## src/rtl/core/addressed_packet_receiver_top_defines.svh

```systemverilog
// Assertion macros for the addressed packet receiver.
// Included by the top level; depends on a clock named clk and a reset named rst.
`ifndef ADDRESSED_PACKET_RECEIVER_TOP_DEFINES_SVH
`define ADDRESSED_PACKET_RECEIVER_TOP_DEFINES_SVH
`ifndef SYNTHESIS
`define APR_ASSERT_SAME(lbl, ante, cons, msg) \
  lbl: assert property (@(posedge clk) disable iff (rst) (ante) |-> (cons)) else $error(msg);
`define APR_ASSERT_NEXT(lbl, ante, cons, msg) \
  lbl: assert property (@(posedge clk) disable iff (rst) (ante) |=> (cons)) else $error(msg);
`else
`define APR_ASSERT_SAME(lbl, ante, cons, msg)
`define APR_ASSERT_NEXT(lbl, ante, cons, msg)
`endif
`endif

```

## src/rtl/core/apr_pkg.sv

```systemverilog
// Shared types and constants for the addressed packet receiver.
// No dependencies; used by the top level, apr_fsm and apr_out_reg.
package apr_pkg;

  localparam logic [7:0] HEADER_BYTE    = 8'hAA;
  localparam logic [7:0] BROADCAST_ADDR = 8'hFF;

  localparam logic [1:0] CFG_OWN_ADDRESS  = 2'd0;
  localparam logic [1:0] CFG_GROUP_ADDR   = 2'd1;
  localparam logic [1:0] CFG_GROUP_LEADER = 2'd2;

  localparam logic [7:0] OWN_ADDRESS_RESET = 8'd1;
  localparam logic [7:0] GROUP_ADDR_RESET  = 8'd128;

  localparam logic KIND_DATA = 1'b0;
  localparam logic KIND_END  = 1'b1;

  typedef enum logic [2:0] {
    PH_HUNT  = 3'd0,
    PH_ADDR  = 3'd1,
    PH_CMD   = 3'd2,
    PH_DATA  = 3'd3,
    PH_CKSUM = 3'd4
  } phase_t;

  typedef struct packed {
    logic [7:0] own_address;
    logic [7:0] group_addr;
    logic       is_group_leader;
  } cfg_t;

  typedef struct packed {
    logic       kind;
    logic [3:0] command;
    logic [3:0] byte_index;
    logic [7:0] byte_value;
    logic [3:0] payload_length;
    logic       checksum_error;
    logic       execute;
    logic       respond;
  } result_t;

endpackage

```

## src/rtl/core/addressed_packet_receiver_top.sv

```systemverilog
// Top level of the addressed packet receiver: configuration registers and stages.
// Depends on apr_pkg, apr_in_reg, apr_fsm, apr_out_reg and the assertion header.
//
//   Channel   Handshake              Payload
//   input     in_valid / in_ready    rx_byte
//   output    out_valid / out_ready  kind, command, byte_index, byte_value,
//                                    payload_length, checksum_error, execute, respond
//   config    cfg_we                 cfg_index, cfg_data
//
// A byte is registered in the input register on acceptance, then parsed, and its result
// is registered in the result register; one byte is taken per cycle unless the output stalls.
// The input register and the result register let a new byte in while a result waits.
// Reset is synchronous and returns the parser to the header hunt with default addresses.
// A stalled output holds the parser; the input stage then fills and drops in_ready.
`include "addressed_packet_receiver_top_defines.svh"
module addressed_packet_receiver_top (
  input  logic       clk,
  input  logic       rst,
  input  logic       in_valid,
  output logic       in_ready,
  input  logic [7:0] rx_byte,
  output logic       out_valid,
  input  logic       out_ready,
  output logic       kind,
  output logic [3:0] command,
  output logic [3:0] byte_index,
  output logic [7:0] byte_value,
  output logic [3:0] payload_length,
  output logic       checksum_error,
  output logic       execute,
  output logic       respond,
  input  logic       cfg_we,
  input  logic [1:0] cfg_index,
  input  logic [7:0] cfg_data
);

  import apr_pkg::*;

  cfg_t       cfg;
  logic       byte_valid;
  logic [7:0] byte_data;
  logic       step;
  logic       res_valid;
  result_t    res;
  result_t    out_res;

  always_ff @(posedge clk) begin
    if (rst) begin
      cfg.own_address     <= OWN_ADDRESS_RESET;
      cfg.group_addr      <= GROUP_ADDR_RESET;
      cfg.is_group_leader <= 1'b0;
    end else if (cfg_we) begin
      unique case (cfg_index)
        CFG_OWN_ADDRESS:  cfg.own_address     <= cfg_data;
        CFG_GROUP_ADDR:   cfg.group_addr      <= cfg_data;
        CFG_GROUP_LEADER: cfg.is_group_leader <= cfg_data[0];
        default: begin
        end
      endcase
    end
  end

  assign step = byte_valid && (!out_valid || out_ready);

  apr_in_reg u_in_reg (
    .clk        (clk),
    .rst        (rst),
    .in_valid   (in_valid),
    .in_ready   (in_ready),
    .rx_byte    (rx_byte),
    .byte_valid (byte_valid),
    .byte_data  (byte_data),
    .byte_take  (step)
  );

  apr_fsm u_fsm (
    .clk       (clk),
    .rst       (rst),
    .step      (step),
    .byte_data (byte_data),
    .cfg       (cfg),
    .res_valid (res_valid),
    .res       (res)
  );

  apr_out_reg u_out_reg (
    .clk       (clk),
    .rst       (rst),
    .load      (step),
    .res_valid (res_valid),
    .res       (res),
    .out_valid (out_valid),
    .out_ready (out_ready),
    .out_res   (out_res)
  );

  assign kind           = out_res.kind;
  assign command        = out_res.command;
  assign byte_index     = out_res.byte_index;
  assign byte_value     = out_res.byte_value;
  assign payload_length = out_res.payload_length;
  assign checksum_error = out_res.checksum_error;
  assign execute        = out_res.execute;
  assign respond        = out_res.respond;

  `APR_ASSERT_SAME(a_end_zero_payload, out_valid && kind == KIND_END, byte_value == 8'd0 && byte_index == 4'd0, "End transaction carries payload fields.")
  `APR_ASSERT_SAME(a_exec_needs_good_sum, out_valid && execute, kind == KIND_END && !checksum_error, "Execute given with a bad checksum.")
  `APR_ASSERT_SAME(a_index_in_range, out_valid && kind == KIND_DATA, byte_index < payload_length, "Data index beyond payload length.")
  `APR_ASSERT_NEXT(a_step_without_result, step && !res_valid, !out_valid, "Result register valid after a step with no result.")

endmodule

```

## src/rtl/core/apr_in_reg.sv

```systemverilog
// Input register stage: holds one received byte until the parser takes it.
// Depends on nothing but the handshake signals of the input channel.
module apr_in_reg (
  input  logic       clk,
  input  logic       rst,
  input  logic       in_valid,
  output logic       in_ready,
  input  logic [7:0] rx_byte,
  output logic       byte_valid,
  output logic [7:0] byte_data,
  input  logic       byte_take
);

  assign in_ready = !byte_valid || byte_take;

  always_ff @(posedge clk) begin
    if (rst) begin
      byte_valid <= 1'b0;
    end else if (in_valid && in_ready) begin
      byte_valid <= 1'b1;
    end else if (byte_take) begin
      byte_valid <= 1'b0;
    end
  end

  always_ff @(posedge clk) begin
    if (in_valid && in_ready) begin
      byte_data <= rx_byte;
    end
  end

endmodule

```

## src/rtl/core/apr_fsm.sv

```systemverilog
// Packet parser: header hunt, address, command, payload and checksum phases.
// Depends on apr_pkg for the phase type, configuration and result structs.
module apr_fsm (
  input  logic             clk,
  input  logic             rst,
  input  logic             step,
  input  logic [7:0]       byte_data,
  input  apr_pkg::cfg_t    cfg,
  output logic             res_valid,
  output apr_pkg::result_t res
);

  import apr_pkg::*;

  phase_t     phase;
  phase_t     phase_next;
  logic [7:0] running_sum;
  logic [7:0] running_sum_next;
  logic [3:0] bytes_seen;
  logic [3:0] bytes_seen_next;
  logic [3:0] bytes_expected;
  logic [3:0] bytes_expected_next;
  logic [7:0] packet_address;
  logic [7:0] packet_address_next;
  logic [3:0] command_nibble;
  logic [3:0] command_nibble_next;
  logic       own_hit;
  logic       group_hit;
  logic       sum_bad;

  always_comb begin
    phase_next          = phase;
    running_sum_next    = running_sum;
    bytes_seen_next     = bytes_seen;
    bytes_expected_next = bytes_expected;
    packet_address_next = packet_address;
    command_nibble_next = command_nibble;
    unique case (phase)
      PH_ADDR: begin
        packet_address_next = byte_data;
        running_sum_next    = byte_data;
        phase_next          = PH_CMD;
      end
      PH_CMD: begin
        command_nibble_next = byte_data[3:0];
        bytes_expected_next = byte_data[7:4];
        running_sum_next    = running_sum + byte_data;
        bytes_seen_next     = 4'd0;
        phase_next          = (byte_data[7:4] != 4'd0) ? PH_DATA : PH_CKSUM;
      end
      PH_DATA: begin
        running_sum_next = running_sum + byte_data;
        bytes_seen_next  = bytes_seen + 4'd1;
        if (bytes_seen_next == bytes_expected) begin
          phase_next = PH_CKSUM;
        end
      end
      PH_CKSUM: begin
        phase_next = PH_HUNT;
      end
      default: begin
        phase_next = (byte_data == HEADER_BYTE) ? PH_ADDR : PH_HUNT;
      end
    endcase
  end

  assign own_hit   = (packet_address == cfg.own_address);
  assign group_hit = (packet_address == cfg.group_addr);
  assign sum_bad   = (byte_data != running_sum);

  always_comb begin
    res_valid          = 1'b0;
    res.kind           = KIND_DATA;
    res.command        = command_nibble;
    res.byte_index     = 4'd0;
    res.byte_value     = 8'd0;
    res.payload_length = bytes_expected;
    res.checksum_error = 1'b0;
    res.execute        = 1'b0;
    res.respond        = 1'b0;
    unique case (phase)
      PH_DATA: begin
        res_valid      = 1'b1;
        res.byte_index = bytes_seen;
        res.byte_value = byte_data;
      end
      PH_CKSUM: begin
        res_valid          = 1'b1;
        res.kind           = KIND_END;
        res.checksum_error = sum_bad;
        res.execute        = !sum_bad
                             && (own_hit || group_hit || packet_address == BROADCAST_ADDR);
        res.respond        = own_hit || (group_hit && cfg.is_group_leader);
      end
      default: begin
        res_valid = 1'b0;
      end
    endcase
  end

  always_ff @(posedge clk) begin
    if (rst) begin
      phase          <= PH_HUNT;
      running_sum    <= 8'd0;
      bytes_seen     <= 4'd0;
      bytes_expected <= 4'd0;
      packet_address <= 8'd0;
      command_nibble <= 4'd0;
    end else if (step) begin
      phase          <= phase_next;
      running_sum    <= running_sum_next;
      bytes_seen     <= bytes_seen_next;
      bytes_expected <= bytes_expected_next;
      packet_address <= packet_address_next;
      command_nibble <= command_nibble_next;
    end
  end

endmodule

```

## src/rtl/core/apr_out_reg.sv

```systemverilog
// Result register: holds one result transaction until the consumer takes it.
// Depends on apr_pkg for the result struct.
module apr_out_reg (
  input  logic             clk,
  input  logic             rst,
  input  logic             load,
  input  logic             res_valid,
  input  apr_pkg::result_t res,
  output logic             out_valid,
  input  logic             out_ready,
  output apr_pkg::result_t out_res
);

  import apr_pkg::*;

  always_ff @(posedge clk) begin
    if (rst) begin
      out_valid <= 1'b0;
    end else if (load) begin
      out_valid <= res_valid;
    end else if (out_ready) begin
      out_valid <= 1'b0;
    end
  end

  always_ff @(posedge clk) begin
    if (load && res_valid) begin
      out_res <= res;
    end
  end

endmodule
```

## config.mk

```make
export PLATFORM = sky130hd
export DESIGN_NAME = addressed_packet_receiver_top
export DESIGN_NICKNAME = d
export VERILOG_FILES = /design/src/rtl/core/apr_pkg.sv /design/src/rtl/core/addressed_packet_receiver_top.sv /design/src/rtl/core/apr_in_reg.sv /design/src/rtl/core/apr_fsm.sv /design/src/rtl/core/apr_out_reg.sv
export VERILOG_INCLUDE_DIRS = /design/src /design/src/rtl/core
export SDC_FILE = /design/constraint.sdc
export NUM_CORES = 1
export LEC_CHECK = 0
export ABC_CLOCK_PERIOD_IN_PS = 2800
export BUFFER_PORTS_ARGS = -buffer_cell sky130_fd_sc_hd__buf_2
export CAP_MARGIN = 15
export CORE_MARGIN = 4
export CORE_UTILIZATION = 35
export CTS_BUF_LIST = sky130_fd_sc_hd__clkbuf_8
export DETAILED_ROUTE_END_ITERATION = 8
export PLACE_DENSITY_LB_ADDON = 0.12
export REMOVE_ABC_BUFFERS = 1
export SYNTH_ARGS = -nofsm -noshare
export SYNTH_HDL_FRONTEND = slang
export SYNTH_SLANG_ARGS = --single-unit
```

## constraint.sdc

```tcl
create_clock -name clk -period 2.8 [get_ports clk]
set_input_delay 0.42 -clock clk [delete_from_list [all_inputs] [get_ports clk]]
set_output_delay 0.42 -clock clk [all_outputs]
set_load 0.05 [all_outputs]
```

Word-level counts from Yosys, hierarchy flattened
Index checks and enable logic that the tools add are counted.
- register bits after elaboration: 82
- latch bits: 0
- RAM bits: 0
- ROM bits: 0
- bits of input ports: 23
- output and inout bits: 26
- logic and storage cells: 76
- memories kept: 0
- $add $sub $neg: 2
- multiply operators: 0
- divide/modulo/power cells: 0
- order comparisons: 0
- equal/unequal tests: 13
- shift operators: 0
- mux-type cells: 12
- bitwise gates (word level): 0
- reductions and logical operators: 29
- operator list (operator ; count):
    $eq A8 B8 Y1 ; 2
    $eq A8 B8 Y1 const B ; 2
    $pmux W8 S2 ; 1
    $reduce_and A2 Y1 ; 8
    $pmux W3 S4 ; 1
    $add A8 B8 Y8 ; 1
    $ne A8 B8 Y1 ; 1
    $pmux W4 S2 ; 1
    $reduce_bool A2 Y1 ; 4
    $mux W1 ; 7
    $eq A3 B2 Y1 const B ; 2
    $mux W3 ; 2
    $logic_and A1 B1 Y1 ; 5
    $logic_or A1 B1 Y1 ; 5
    $add A4 B1 Y4 const B ; 1
    $eq A4 B4 Y1 ; 1
    $reduce_bool A4 Y1 ; 1
    $reduce_or A2 Y1 ; 2
    $eq A3 B1 Y1 const B ; 1
    $eq A3 B3 Y1 const B ; 1
    $logic_not A1 Y1 ; 3
    $eq A2 B1 Y1 const B ; 1
    $eq A2 B2 Y1 const B ; 1
    $logic_not A2 Y1 ; 1
    $ne A2 B1 Y1 const B ; 1

Depth between registers and ports, before layout
- depth in word-level cells: 6
- gate-level depth with buffers: 8
- gate-level depth less buffers: 8

By module
From an unflattened synthesis, not the netlist that was laid out.
- cell total of the unflattened synthesis: 390
- area total of the unflattened synthesis: 3865.0 um^2
- by module, submodules not included (module ; times used ; cells each ; area an instance (um^2) ; seq. area each (um^2)):
    apr_fsm ; 1 ; 276 ; 2057.0 ; 620.6
    apr_out_reg ; 1 ; 29 ; 762.0 ; 740.7
    addressed_packet_receiver_top ; 1 ; 72 ; 750.7 ; 340.3
    apr_in_reg ; 1 ; 13 ; 295.3 ; 260.2

Worst setup path before layout
Ideal clock, no wire load.
- kind: reg2reg
- from: register u_fsm.phase[0]
- to: register u_out_reg.out_res[0] (netlist name)
- setup time: 0.382 ns
- data arrival time: 1.632 ns
- data required time: 2.418 ns
- setup slack: 0.786 ns
- cell stages (with the launch flop): 5
- path buffers: 1
- period minus slack after synthesis: 2.014 ns
- cells stage by stage: dfxtp_1 -> inv_1 -> nor3_1 -> clkbuf_1 -> o21a_1
- longest elaborated chain between the ends: 4
- elaborated cells between the ends (all ways): 5
- classes of those cells: eq/ne: 2; mux: 1; reduce/logical: 2
- ends and longest elaborated chain (what ; line ; source):
    start: declaration ; apr_fsm.sv:15 ; phase_t phase;
    start signal: assignment ; apr_fsm.sv:110 ; phase <= phase_next;
    $eq A3 B2 Y1 / $eq A3 B3 Y1 (equally long branches) ; apr_fsm.sv:81 ; unique case (phase)
    $reduce_or A2 Y1 (no source line) * ; - ;
    $mux W1 * ; apr_fsm.sv:81 ;
    $logic_and A1 B1 Y1 * ; apr_out_reg.sv:27 ; if (load && res_valid) begin
Every way passes the cells marked *; elsewhere a longest branch is shown, timed or not.
A chain may end at the register's enable or synchronous reset.

Worst setup path after layout
- from: register u_in_reg.byte_data[4]
- to: register u_fsm.running_sum[7]
- longest elaborated chain between the ends: 2
- ends and longest elaborated chain (what ; line ; source):
    start: declaration ; apr_in_reg.sv:10 ; output logic [7:0] byte_data,
    start signal: assignment ; apr_in_reg.sv:28 ; byte_data <= rx_byte;
    $add A8 B8 Y8 ; apr_fsm.sv:47, apr_fsm.sv:52 ;
    $pmux W8 S2 ; apr_fsm.sv:38 ; unique case (phase)
    end signal: assignment ; apr_fsm.sv:111 ; running_sum <= running_sum_next;
    end: declaration ; apr_fsm.sv:17 ; logic [7:0] running_sum;
Every way passes these cells.

==> impl_results.md <==
* Synthesized cell area at 0.00373 mm^2
* Critical Path AT at 2.42 ns
* Power Dens Cells at 547 mW/mm^2
* Final instance area at 0.00434 mm^2
* Global-route usage over all layers at 14.8%
* Num CTS Buffers at 9
* Yosys warns at 0
* Hold bufs inserted after CTS at 0
* Top cells by area, synth: dfxtp_1 (27%), edfxtp_1 (26%), mux2i_1 (8.0%)
* Nets at 441
* Yosys cell types at 52
* Rows at 37
* Post-CTS setup buffers at 0
* Post-synth EDFFs at 32
* Top cell type's share of synthesized area at 26.8%
* Vias in the first global route at 2768
* Post-Synth Simple-Gate Area at 18.0%
* First-pass GRT wire length at 14600 um
* Sequential share of the synthesized area at 52.5%
* Mux cell area share after synthesis at 8.45%
* Number of port buffers at 48
* Initial core utilization at 36.0%
* Dpl hpwl at 6440 um
* Flops & latches, synth at 82
* Critical Path Most Common Cell: a211oi_1
* Final ANT Viol Nets at 0
* Post-Synth Adder-Cell Area at 3.22%
* Max Cap Viol at 0
* Clock root buffer: clkbuf_8
* Final core utilization at 41.9%
* Final wirelength at 8810 um
* Xor-xnor portion of the synthesized cell area at 6.23%
* Initial antenna violation count at 0
* Worst Setup Path Type: reg2reg
* RSZ-0062 raised after global routing: false
* Period utilization at 76.6%
* Hold path start: rx_byte[1]
* Largest family of logic cells by synthesized area: simple AND/OR/NAND/NOR gates
* Drt first-iter violations at 116
* Share of cells above drive strength 1 at 18.6%
* Chip width at 111 um
* Area growth from synthesis to layout at 16.3%
* Post_cts resized at 0
* Status: completed
* CORE AREA at 0.0104 mm^2
* Clock sink count at 82
* GRT Residual Overflow at 0
* Fin crit period at 2.15 ns
* FF-to-FF Start: u_in_reg.byte_data[4]
* Highest clock rate at 0.466 GHz
* Wire per inst at 16.0 um
* CTS H-tree lvls at 3
* Ant diodes at 0
* I/O Pins at 49
* Hold Vio Cnt, Final at 0
* CP startpoint kind: flop
* CTS tree: built
* CP Max Fanout at 7
* Mapped Cells at 355
* DIE AREA at 0.0124 mm^2
* Dpl cell area at 0.00414 mm^2
* Worst-Skew Late Latency at 0.35 ns
* CP startpoint: u_in_reg.byte_data[4]
* Post-route DRC at 0
* First-pass iteration count of the detailed router at 4
* Slew HR at 55.1%
* Synth Flop Type: dfxtp_1
* Worst path slowest cell: edfxtp_1
* Yosys top cell by area: dfxtp_1
* Endpoints failing setup at 0
* Largest net degree at the start of global routing at 29
* CP max stage delay at 0.51 ns
* Skew final at 0.0104 ns
* Peak supply drop at 0.000321 V
* Die Ht at 111 um
* Worst slew pin tran at 0.670 ns
* Synth Area in Compound Gates at 8.91%
* Worst Setup End Kind: flop
* CP required at 3.07 ns
* Vias per inst at 5.03
* Vias at 2768
* GPL Wtd Cong at 0.856
* Hold/Removal Path Class: in2reg
* TNS Setup at 0 ns
* Clk slew on worst S/H paths at 0.09 ns
* Average size of a mapped cell at 10.5 um^2
* Bufs on Longest Clock Path at 2
* Async SR Flop Fraction at 0%
* Final slew viol count at 0
* Crit-path cells: ha_1 > and2_1 > a221oi_2 > a211oi_1 > o311a_1 > a211oi_1
* Leak at 0.00174 uW
## synthesized netlist by cell type, types with 2 or more instances
cell	count
a211oi_1	2
nand2b_1	3
nor3_1	7
o21ai_0	15
a311oi_1	4
inv_1	9
nor4_1	4
nand3_1	7
nor2b_1	3
edfxtp_1	32
ha_1	8
a31oi_1	2
buf_1	2
nand3b_1	4
nor3b_1	2
dfxtp_1	50
nand4_1	6
o21a_1	2
nor2_1	47
and2_1	15
clkbuf_1	8
nand2_1	25
buf_6	2
o211ai_1	2
xnor2_1	21
a21oi_1	15
xor2_1	3
mux2i_1	30
o311a_1	2
## layer usage
metal | vias up | track usage (%) | share of wire, %
met5 | - | 0 | 0
met1 | 1317 | 21.9 | 53
met2 | 70 | 21.3 | 42
li1 | 1373 | - | -
met4 | 0 | 4.70 | 0.95
met3 | 8 | 3.49 | 4.8
## flip-flops by register name (all words and copies together) (netlist names), 4 cells and up
name / count
cfg: 17
u_fsm.bytes_expected: 4
u_fsm.bytes_seen: 4
u_fsm.command_nibble: 4
u_fsm.packet_address: 8
u_fsm.running_sum: 8
u_in_reg.byte_data: 8
u_out_reg.out_res: 24
## critical path, delay by kind of cell (launching register included)
| kind | cells | cell delay [ns] |
|---|---|---|
| simple gates | 1 | 0.19 |
| fa+ha+maj | 1 | 0.41 |
| compound gates | 4 | 0.96 |
| flops | 1 | 0.51 |
## report_power, final
group          internal, uW  switching, uW  leakage (uW)
registers              1260           33.0      0.000714
logic                  83.9            112      0.000916
clock network           440            443      0.000109
total                  1790            588       0.00174
## stage by stage
step	total power, uW	std cells	hold WS (ns)	setup slack, ns
after floorplan	1440	342	0.402	0.521
after global placement	1520	534	0.416	0.727
after detailed placement	1520	534	0.418	0.672
after CTS	2410	550	0.229	0.658
after global routing	2490	550	0.217	0.522
final	2370	550	0.245	0.654
## kinds of logic after synthesis
family	count (synthesis)
and+or+nand+nor	134
DFF	82
AOI/OAI and AO/OA	52
muxes	31
xor gates and xnor gates	25
buffers and inverters	22
adders and majority gates	9
## layout make-up
class | instances | area [um^2]
fill | 1045 | 6030
sequential | 82 | 1960
multi-input combinational | 251 | 1670
timing repair buffer | 56 | 300
tap | 136 | 170
clock buffer | 10 | 138
clock inverter | 6 | 63.8
inverter | 9 | 33.8
## path summary, 6_finish.rpt
check             slack [ns]                     to  cells past startpoint
setup / recovery        0.65   u_fsm.running_sum[7]                      6
hold / removal          0.24  u_in_reg.byte_data[1]                      1
setup reg to reg        0.65   u_fsm.running_sum[7]                      6
hold reg to reg         0.44  u_out_reg.out_res[21]                      0
## placed cells by master (no fill, tap or decap), types with 7 or more instances in the layout
cell type | netlist | final
nand3_1 | 7 | 7
nand2_1 | 25 | 25
nor2_1 | 47 | 47
ha_1 | 8 | 8
xnor2_1 | 21 | 21
o21ai_0 | 15 | 15
buf_4 | 0 | 8
clkbuf_8 | 0 | 10
mux2i_1 | 30 | 30
inv_1 | 9 | 10
nor3_1 | 7 | 7
dfxtp_1 | 50 | 50
edfxtp_1 | 32 | 32
a21oi_1 | 15 | 15
and2_1 | 15 | 15
buf_2 | 1 | 48
Power figures use the tool's default switching activity.
